--- src/assert_macros.svh ---
// ----------------------------------------------------------------------------
// Assertion macros
// Concurrent check macros used by the hash key set table top level.
// ----------------------------------------------------------------------------
`ifndef ASSERT_MACROS_SVH
`define ASSERT_MACROS_SVH
`ifndef SYNTH
`define ASSERT_IMPLY(label, clk, rst, ante, cons) \
  label: assert property (@(posedge clk) disable iff (rst) (ante) |-> (cons)) \
    else $error("same-cycle implication check failed");
`define ASSERT_NEXT(label, clk, rst, ante, cons) \
  label: assert property (@(posedge clk) disable iff (rst) (ante) |=> (cons)) \
    else $error("next-cycle implication check failed");
`else
`define ASSERT_IMPLY(label, clk, rst, ante, cons)
`define ASSERT_NEXT(label, clk, rst, ante, cons)
`endif
`endif

--- src/hks_pkg.sv ---
// ----------------------------------------------------------------------------
// hks_pkg
// Sizes, codes and control types of the hash key set table.
// ----------------------------------------------------------------------------
package hks_pkg;

  localparam int NUM_BUCKETS = 256;
  localparam int WAYS        = 4;
  localparam int KEY_W       = 32;
  localparam int CFG_W       = 9;
  localparam int CFG_RESET   = 256;
  localparam int STATUS_W    = 2;

  localparam int BKT_W  = (NUM_BUCKETS > 1) ? $clog2(NUM_BUCKETS) : 1;
  localparam int CNT_W  = $clog2(NUM_BUCKETS + 1);
  localparam int WAY_W  = (WAYS > 1) ? $clog2(WAYS) : 1;
  localparam int STEP_W = $clog2(KEY_W + 1);

  localparam logic CMD_ADD   = 1'b0;
  localparam logic CMD_CHECK = 1'b1;

  typedef enum logic [STATUS_W-1:0] {
    STS_CHECKED = 2'd0,
    STS_ADDED   = 2'd1,
    STS_ALREADY = 2'd2,
    STS_FULL    = 2'd3
  } rsp_status_t;

  typedef enum logic [2:0] {
    ST_CLEAR,
    ST_IDLE,
    ST_DIV,
    ST_READ,
    ST_EVAL
  } hks_state_t;

  typedef struct packed {
    logic load;
    logic clr_step;
    logic rd;
    logic commit;
  } hks_cmd_t;

  typedef struct packed {
    logic div_done;
    logic clr_done;
  } hks_sts_t;

endpackage

--- src/hks_ctrl.sv ---
// ----------------------------------------------------------------------------
// hks_ctrl
// Sequencer for clearing, remainder, bucket read and result transfer.
// ----------------------------------------------------------------------------
module hks_ctrl import hks_pkg::*; (
  input  logic     clk,
  input  logic     rst,
  input  logic     req_valid,
  output logic     req_ready,
  output logic     rsp_valid,
  input  logic     rsp_ready,
  input  hks_sts_t sts,
  output hks_cmd_t cmd
);

  hks_state_t state;
  hks_state_t state_next;
  logic       out_valid;
  logic       out_free;

  assign out_free = !out_valid || rsp_ready;

  always_ff @(posedge clk) begin
    if (rst) begin
      state <= ST_CLEAR;
    end else begin
      state <= state_next;
    end
  end

  always_comb begin
    state_next = state;
    case (state)
      ST_CLEAR: begin
        if (sts.clr_done) begin
          state_next = ST_IDLE;
        end
      end
      ST_IDLE: begin
        if (req_valid) begin
          state_next = ST_DIV;
        end
      end
      ST_DIV: begin
        if (sts.div_done) begin
          state_next = ST_READ;
        end
      end
      ST_READ: begin
        state_next = ST_EVAL;
      end
      ST_EVAL: begin
        if (out_free) begin
          state_next = ST_IDLE;
        end
      end
      default: begin
        state_next = ST_CLEAR;
      end
    endcase
  end

  always_comb begin
    cmd       = '0;
    req_ready = 1'b0;
    case (state)
      ST_CLEAR: begin
        cmd.clr_step = 1'b1;
      end
      ST_IDLE: begin
        req_ready = 1'b1;
        cmd.load  = req_valid;
      end
      ST_READ: begin
        cmd.rd = 1'b1;
      end
      ST_EVAL: begin
        cmd.commit = out_free;
      end
      default: begin
        cmd = '0;
      end
    endcase
  end

  always_ff @(posedge clk) begin
    if (rst) begin
      out_valid <= 1'b0;
    end else if (cmd.commit) begin
      out_valid <= 1'b1;
    end else if (rsp_ready) begin
      out_valid <= 1'b0;
    end
  end

  assign rsp_valid = out_valid;

endmodule
--- config.mk ---
export PLATFORM = sky130hd
export DESIGN_NAME = hks_ctrl
export DESIGN_NICKNAME = d
export VERILOG_FILES = /design/src/assert_macros.svh /design/src/hks_pkg.sv /design/src/hks_ctrl.sv
export SDC_FILE = /design/constraint.sdc
export NUM_CORES = 1
export LEC_CHECK = 0
export BUFFER_PORTS_ARGS = -buffer_cell sky130_fd_sc_hd__buf_4
export CORE_AREA = 4 4 41 43
export DETAILED_ROUTE_END_ITERATION = 10
export DIE_AREA = 0 0 45 47
export SLEW_MARGIN = 20
export SYNTH_ARGS = -nofsm -noshare
export SYNTH_HDL_FRONTEND = slang
export SYNTH_SLANG_ARGS = --single-unit
--- constraint.sdc ---
create_clock -name clk -period 2.1 [get_ports clk]
set_input_delay 0.105 -clock clk [delete_from_list [all_inputs] [get_ports clk]]
set_output_delay 0.105 -clock clk [all_outputs]
set_load 0.03 [all_outputs]
**Word-level counts from Yosys, hierarchy flattened**

Cells that the tools add are included.

- Register bits after elaboration: 4
- Word-level logic and storage cells: 27

- Equality and inequality tests: 8
- Mux-type cells: 12
- Reduce and logical (&&, ||, !) cells: 5

Operators by type and width:

| kind | number |
|---|---|
| $pmux W3 S5 | 1 |
| $mux W3 | 4 |
| $ne A2 B2 Y1 const B | 4 |
| $mux W1 | 7 |
| $eq A3 B2 Y1 const B | 2 |
| $reduce_and A4 Y1 | 1 |
| $eq A3 B1 Y1 const B | 1 |
| $eq A3 B3 Y1 const B | 1 |
| $logic_not A3 Y1 | 1 |
| $reduce_bool A2 Y1 | 1 |
| $logic_not A1 Y1 | 1 |
| $logic_or A1 B1 Y1 | 1 |

**Depth between registers and ports, before layout**

Gate-level depths: netlist of the first run.

- Word-level depth: 4
- Depth in mapped cells: 4

**Least setup slack after synthesis of the first run**

OpenSTA, ideal clock, no wires.

- Path kind: register -> output
- From: register state[0]
- To: output cmd[3] in the netlist's numbering
- Arrival: 1.593 ns
- Data required time: 1.995 ns
- Path slack: 0.402 ns
- Stages on the path, launching flop included: 4
- Path buffers: 0
- Cell sequence: dfxtp_1 inv_1 nor3_1 and2_1

RTL lines:

| item | line | RTL |
|---|---|---|
| start, declared | hks_ctrl.sv:16 | `hks_state_t state;` |
| start signal, assigned | hks_ctrl.sv:27 | `state <= state_next;` |
| end, declared | hks_ctrl.sv:13 | `output hks_cmd_t cmd` |

==> reports/qor.yml, run 1 <==
critical_path:
  path_cells: "inv_1 > nor3_1 > and2_1 > buf_4"
  reg2reg_depth: 3
  crit_type: "flip-flop to output port"
  crit_start: "state[0]"
  cpPeakStageDelay_ps: 410
  path_max_fanout: 7
  reg2reg_from: "state[0]"
  crit_path_start_kind: "flip-flop"
  cp.required_ps: 2000
  end_kind: "output port"
  crit_slowest_cell: "dfxtp_1"
  arrival_ps: 1260
  ff2ff_setup_slack_ps: 1010
  endpoint: "cmd[3]"
  r2r-end: "state[0]"
cts:
  postCtsHoldBufs: 0
  post_cts_buffers: 0
  cts_resized: 0
  cts_root_buf: "clkbuf_4"
  h-tree-depth: 1
  tritoncts: "built"
  cts.clk_slew.worst_paths_ps: 40
  cts_sinks: 4
  clk_path_buf_depth: 2
  cts-buffers-inserted: 3
  clk_latency_ps: 230
grt:
  grt_pass1_wl_um: 807
  grtUsageTotal_pct: 6.00
  grt-ovfl-total: 0
  grt_antenna_before_repair: 0
  grt_max_degree: 9
  grt_pass1_vias: 224
finish:
  layout-area-overhead-vs-synth_pct: 53.8
  nFillCells: 153
  final_cell_mix: "11 x buf_4, 4 x nor2_1, 4 x dfxtp_1"
  layout_commonest_cell: "buf_4"
  fin_nets: 47
  diodes: 0
  drive_above_1_share_pct: 46.2
timing:
  setup_ws_ps: 732
  worst_pin_slew_ps: 277
  skew_ps: 2.13
  max_freq_mhz: 731
  period_share_pct: 65.1
  final-hold-violation-count: 0
  finalMaxSlewViolations: 0
  setup_viol: 0
  fin_setup_tns_ps: 0
  rsz0062_at_grt: "no"
  min_period_ps: 1370
  max_slew_margin_pct: 81.5
yosys:
  yosys_warnings: 0
  netlist_instances: 26
  seq_area_frac_synth_pct: 37.0
  ys_types: 14
  ys_seq_elements: 4
  syn_area_um2: 216
  yosysTopAreaCell: "dfxtp_1"
  syn-mean-instance-area_um2: 8.33
  netlist.area_leader.share_pct: 37.0
  synth_nets: 32
  yosys-top-cells-area: "dfxtp_1 37%, and3b_2 9.2%, nor3_1 6.9%"
worst_hold_path:
  hold_start: "rst"
  min_path_type: "input port to flip-flop"
routing:
  via_count: 226
  wl_met3_um: 83
  top_layer: "met3"
  routed_wirelength_um: 568
  drc: 0
  wirelength_met1_um: 216
  wire_per_inst_um: 10.5
  ant_nets: 0
  drt-pass1-iter-count: 4
  vias_per_cell: 4.19
  drtIter0Drc: 2
  dr_wl_met2_um: 268
pwr:
  cellPowerDensity_nw_per_um2: 740
  p_total_w: 0.000246
  ir_worst_vdd_mv: 0.155
  p_leak_nw: 0.155
placement:
  dpl_worst_slack_ps: 987
  portBuffers: 11
  place_congestion: 0.729
run:
  max-cap-violations: 0
die:
  fp.dieH_um: 47
  core_area_um2: 1300
  ios: 12
  die_area_um2: 2120
  rows: 13
  dieWidth_um: 45
  initial_core_util_pct: 16.6
outcome:
  status: "finished, final reports clean"
layout make-up:
class	count	area (um2)	share of cell area, %
clock buffer	3	22.5	6.77
sequential	4	80.1	24.1
tap	15	18.8	5.64
multi-input combinational	20	125	37.6
timing repair buffer	11	82.6	24.8
inverter	1	3.75	1.13
Yosys cell counts (all sizes together):
| cell | count |
|---|---|
| clkbuf | 1 |
| or2b | 1 |
| nor3 | 3 |
| and3b | 2 |
| nor2 | 4 |
| a21oi | 2 |
| dfxtp | 4 |
| nor2b | 1 |
| inv | 1 |
| and2 | 1 |
| nand2 | 2 |
| a211o | 1 |
| a221oi | 1 |
| a31oi | 2 |
cell families after synthesis:
family,synth area share (%)
AOI/OAI and AO/OA,21.4
DFF,37.0
buffers and inverters,5.20
and+or+nand+nor,36.4
worst min-delay path by stage:
stage          endpoint  slack [ps]  cells past startpoint
2_1_floorplan  state[0]         170                      1
3_3_place_gp   state[0]         300                      2
3_5_place_dp   state[0]         300                      2
4_1_cts        state[0]          40                      2
5_1_grt        state[0]          50                      2
6_report       state[0]          50                      2
layer usage:
layer	vias to the layer above	global-route usage, %
li1	119	-
met1	99	4.55
met2	8	9.04
met3	0	3.45
met4	0	8.77
met5	-	0
flip-flops by register name, summed over array words and instances (netlist names):
register	cells
rsp_valid	1
state	3
power by group:
group          leakage [nW]  switching [W]  internal, W
registers            0.0326     0.00000676    0.0000806
logic                 0.109      0.0000340    0.0000279
clock network        0.0138      0.0000329    0.0000640
total                 0.155      0.0000737     0.000172
through the flow:
| step | instance area (um2) | util [%] | cells | hold slack [ps] |
|---|---|---|---|---|
| floorplan | 216 | - | 26 | 171 |
| CTS | 333 | 25.6 | 54 | 42.4 |
| detailed placement | 310 | 23.8 | 51 | 296 |
| finish | 333 | 25.6 | 54 | 54.0 |
| global route | 333 | 25.6 | 54 | 52.7 |
| global placement | 310 | 23.8 | 51 | 299 |
critical path, delay by kind of cell, from the launching register on:
family	cells	cell delay, ps
flip-flops	1	410
AND/OR/NAND/NOR	2	360
buffers and inverters	2	250
Note: power is estimated with default switching activity, not from simulation.
==> inputs of run 2 (changes only) <==
Clock period 2.1 ns to 1.2 ns, I/O delays scaled along.
==> run 2 against run 1 <==
  * Sequential share of layout area decreased by 1.6 points
  * Register-to-register slack got worse by 940 ps
  * Sequential power up 83%
  * Critical path type is now flip-flop to flip-flop
  * Largest power group unchanged
==> reports/qor.yml, run 2 (synthesis gave the netlist of run 1 again) <==
outcome:
  status: "finished, final reports clean"
die:
  initial_core_util_pct: 16.6
  fp.dieH_um: 47
  ios: 12
  dieWidth_um: 45
  die_area_um2: 2120
  core_area_um2: 1300
  rows: 13
timing:
  rsz0062_at_grt: "yes"
  skew_ps: 2.73
  min_period_ps: 1130
  max_slew_margin_pct: 87.4
  max_freq_mhz: 882
  finalMaxSlewViolations: 0
  period_share_pct: 94.4
  setup_viol: 0
  worst_pin_slew_ps: 189
  final-hold-violation-count: 0
  hold_slack_ps: 108
routing:
  wire_per_inst_um: 10.1
  vias_per_cell: 4.21
  ant_nets: 0
  drc: 0
  drt-pass1-iter-count: 4
  drtIter0Drc: 5
  routed_wirelength_um: 563
  via_count: 236
critical_path:
  critPathTopFamily: "compound AO/OA/AOI/OAI gates"
  cpPeakStageDelay_ps: 380
  arrival_ps: 1280
  cp.required_ps: 1350
  end_kind: "flip-flop"
  crit_type: "flip-flop to flip-flop"
  crit_buf_inv: 1
  crit_path_start_kind: "flip-flop"
  path_cells: "buf_4 > nor2_1 > a211o_1 > a221oi_2"
  crit_slowest_cell: "dfxtp_4"
  path_max_fanout: 6
grt:
  grt_max_degree: 9
  grtUsageTotal_pct: 6.56
  grt_pass1_vias: 216
  grt_antenna_before_repair: 0
  grt-ovfl-total: 0
  grt_pass1_wl_um: 883
cts:
  cts_root_buf: "clkbuf_4"
  cts_sinks: 4
  clk_latency_ps: 240
  h-tree-depth: 1
  clk_path_buf_depth: 2
  cts.clk_slew.worst_paths_ps: 40
  cts-buffers-inserted: 3
  tritoncts: "built"
finish:
  layout-area-overhead-vs-synth_pct: 82.7
  diodes: 0
  final_cell_mix: "10 x buf_4, 3 x clkbuf_4"
  largest-register: "state"
  fin_nets: 49
  largest_register_ffs: 3
  nFillCells: 143
  drive_above_1_share_pct: 68.3
  layout_commonest_cell: "buf_4"
worst_hold_path:
  min_path_type: "input port to flip-flop"
placement:
  portBuffers: 11
  dpl.hpwl_um: 410
  place_congestion: 0.673
pwr:
  p_total_w: 0.000463
  swShare_pct: 30.9
  cellPowerDensity_nw_per_um2: 1170
  netSwitchingPower_w: 0.000143
  p_leak_nw: 0.172
  internal_power_w: 0.000320
  seqPwrFrac_pct: 34.6
  clock_power_share_pct: 36.8
  comb_power_share_pct: 28.6
  ir_worst_vdd_mv: 0.566
run:
  max-cap-violations: 0
==> run 2: worst paths after layout <==
kind,start,to,slack [ps],cells past startpoint
max,state[0],state[0],70,4
min,rsp_ready,rsp_valid,110,3
min reg2reg,state[2],state[0],540,1
max reg2reg,state[0],state[0],70,4
==> run 2: through the flow <==
stage	setup WS (ps)	setup TNS [ps]	instances	utilization, %	area [um2]
final	66.7	0	56	30.4	395
after global routing	-17.7	-19.4	56	30.4	395
after CTS	16.2	0	55	28.3	368
after detailed placement	124	0	51	24.8	323
after global placement	127	0	51	24.8	323
after floorplan	9.27	0	26	-	229
==> run 2: area by class of cell <==
cell class,count,area [um2],area share [%]
Timing Repair Buffer,13,108,27.2
Tap cell,15,18.8,4.75
Inverter,1,6.26,1.58
Multi-Input combinational cell,20,151,38.3
Sequential cell,4,88.8,22.5
Clock buffer,3,22.5,5.70
==> run 2: per-layer routing <==
metal  track usage (%)  wire length [um]  part of all wire [%]
met5                 0                 0                     0
met3              6.90                71                    13
met1              6.61               208                    37
met4              3.51                 0                     0
met2              8.47               283                    50
==> run 2: tightest hold or removal path, stage by stage <==
cell and delay, ps:
buf_4 80, or2b_2 100, a21oi_1 50
==> run 2: timing repair <==
item,CTS,global route
pin swaps,0,3
resized for setup,7,7
hold buffers,1,0
setup buffers,0,1
endpoints found under the hold margin,1,0
endpoints found under the setup margin,4,2
==> run 2: power groups by stage <==
| stage | Combinational (W) | Clock [W] | Sequential, W |
|---|---|---|---|
| 2_1_floorplan | 0.0000748 | 0 | 0.000153 |
| 3_3_place_gp | 0.000114 | 0 | 0.000156 |
| 3_5_place_dp | 0.000115 | 0 | 0.000156 |
| 4_1_cts | 0.000121 | 0.000178 | 0.000157 |
| 5_1_grt | 0.000143 | 0.000198 | 0.000162 |
| 6_report | 0.000132 | 0.000170 | 0.000160 |
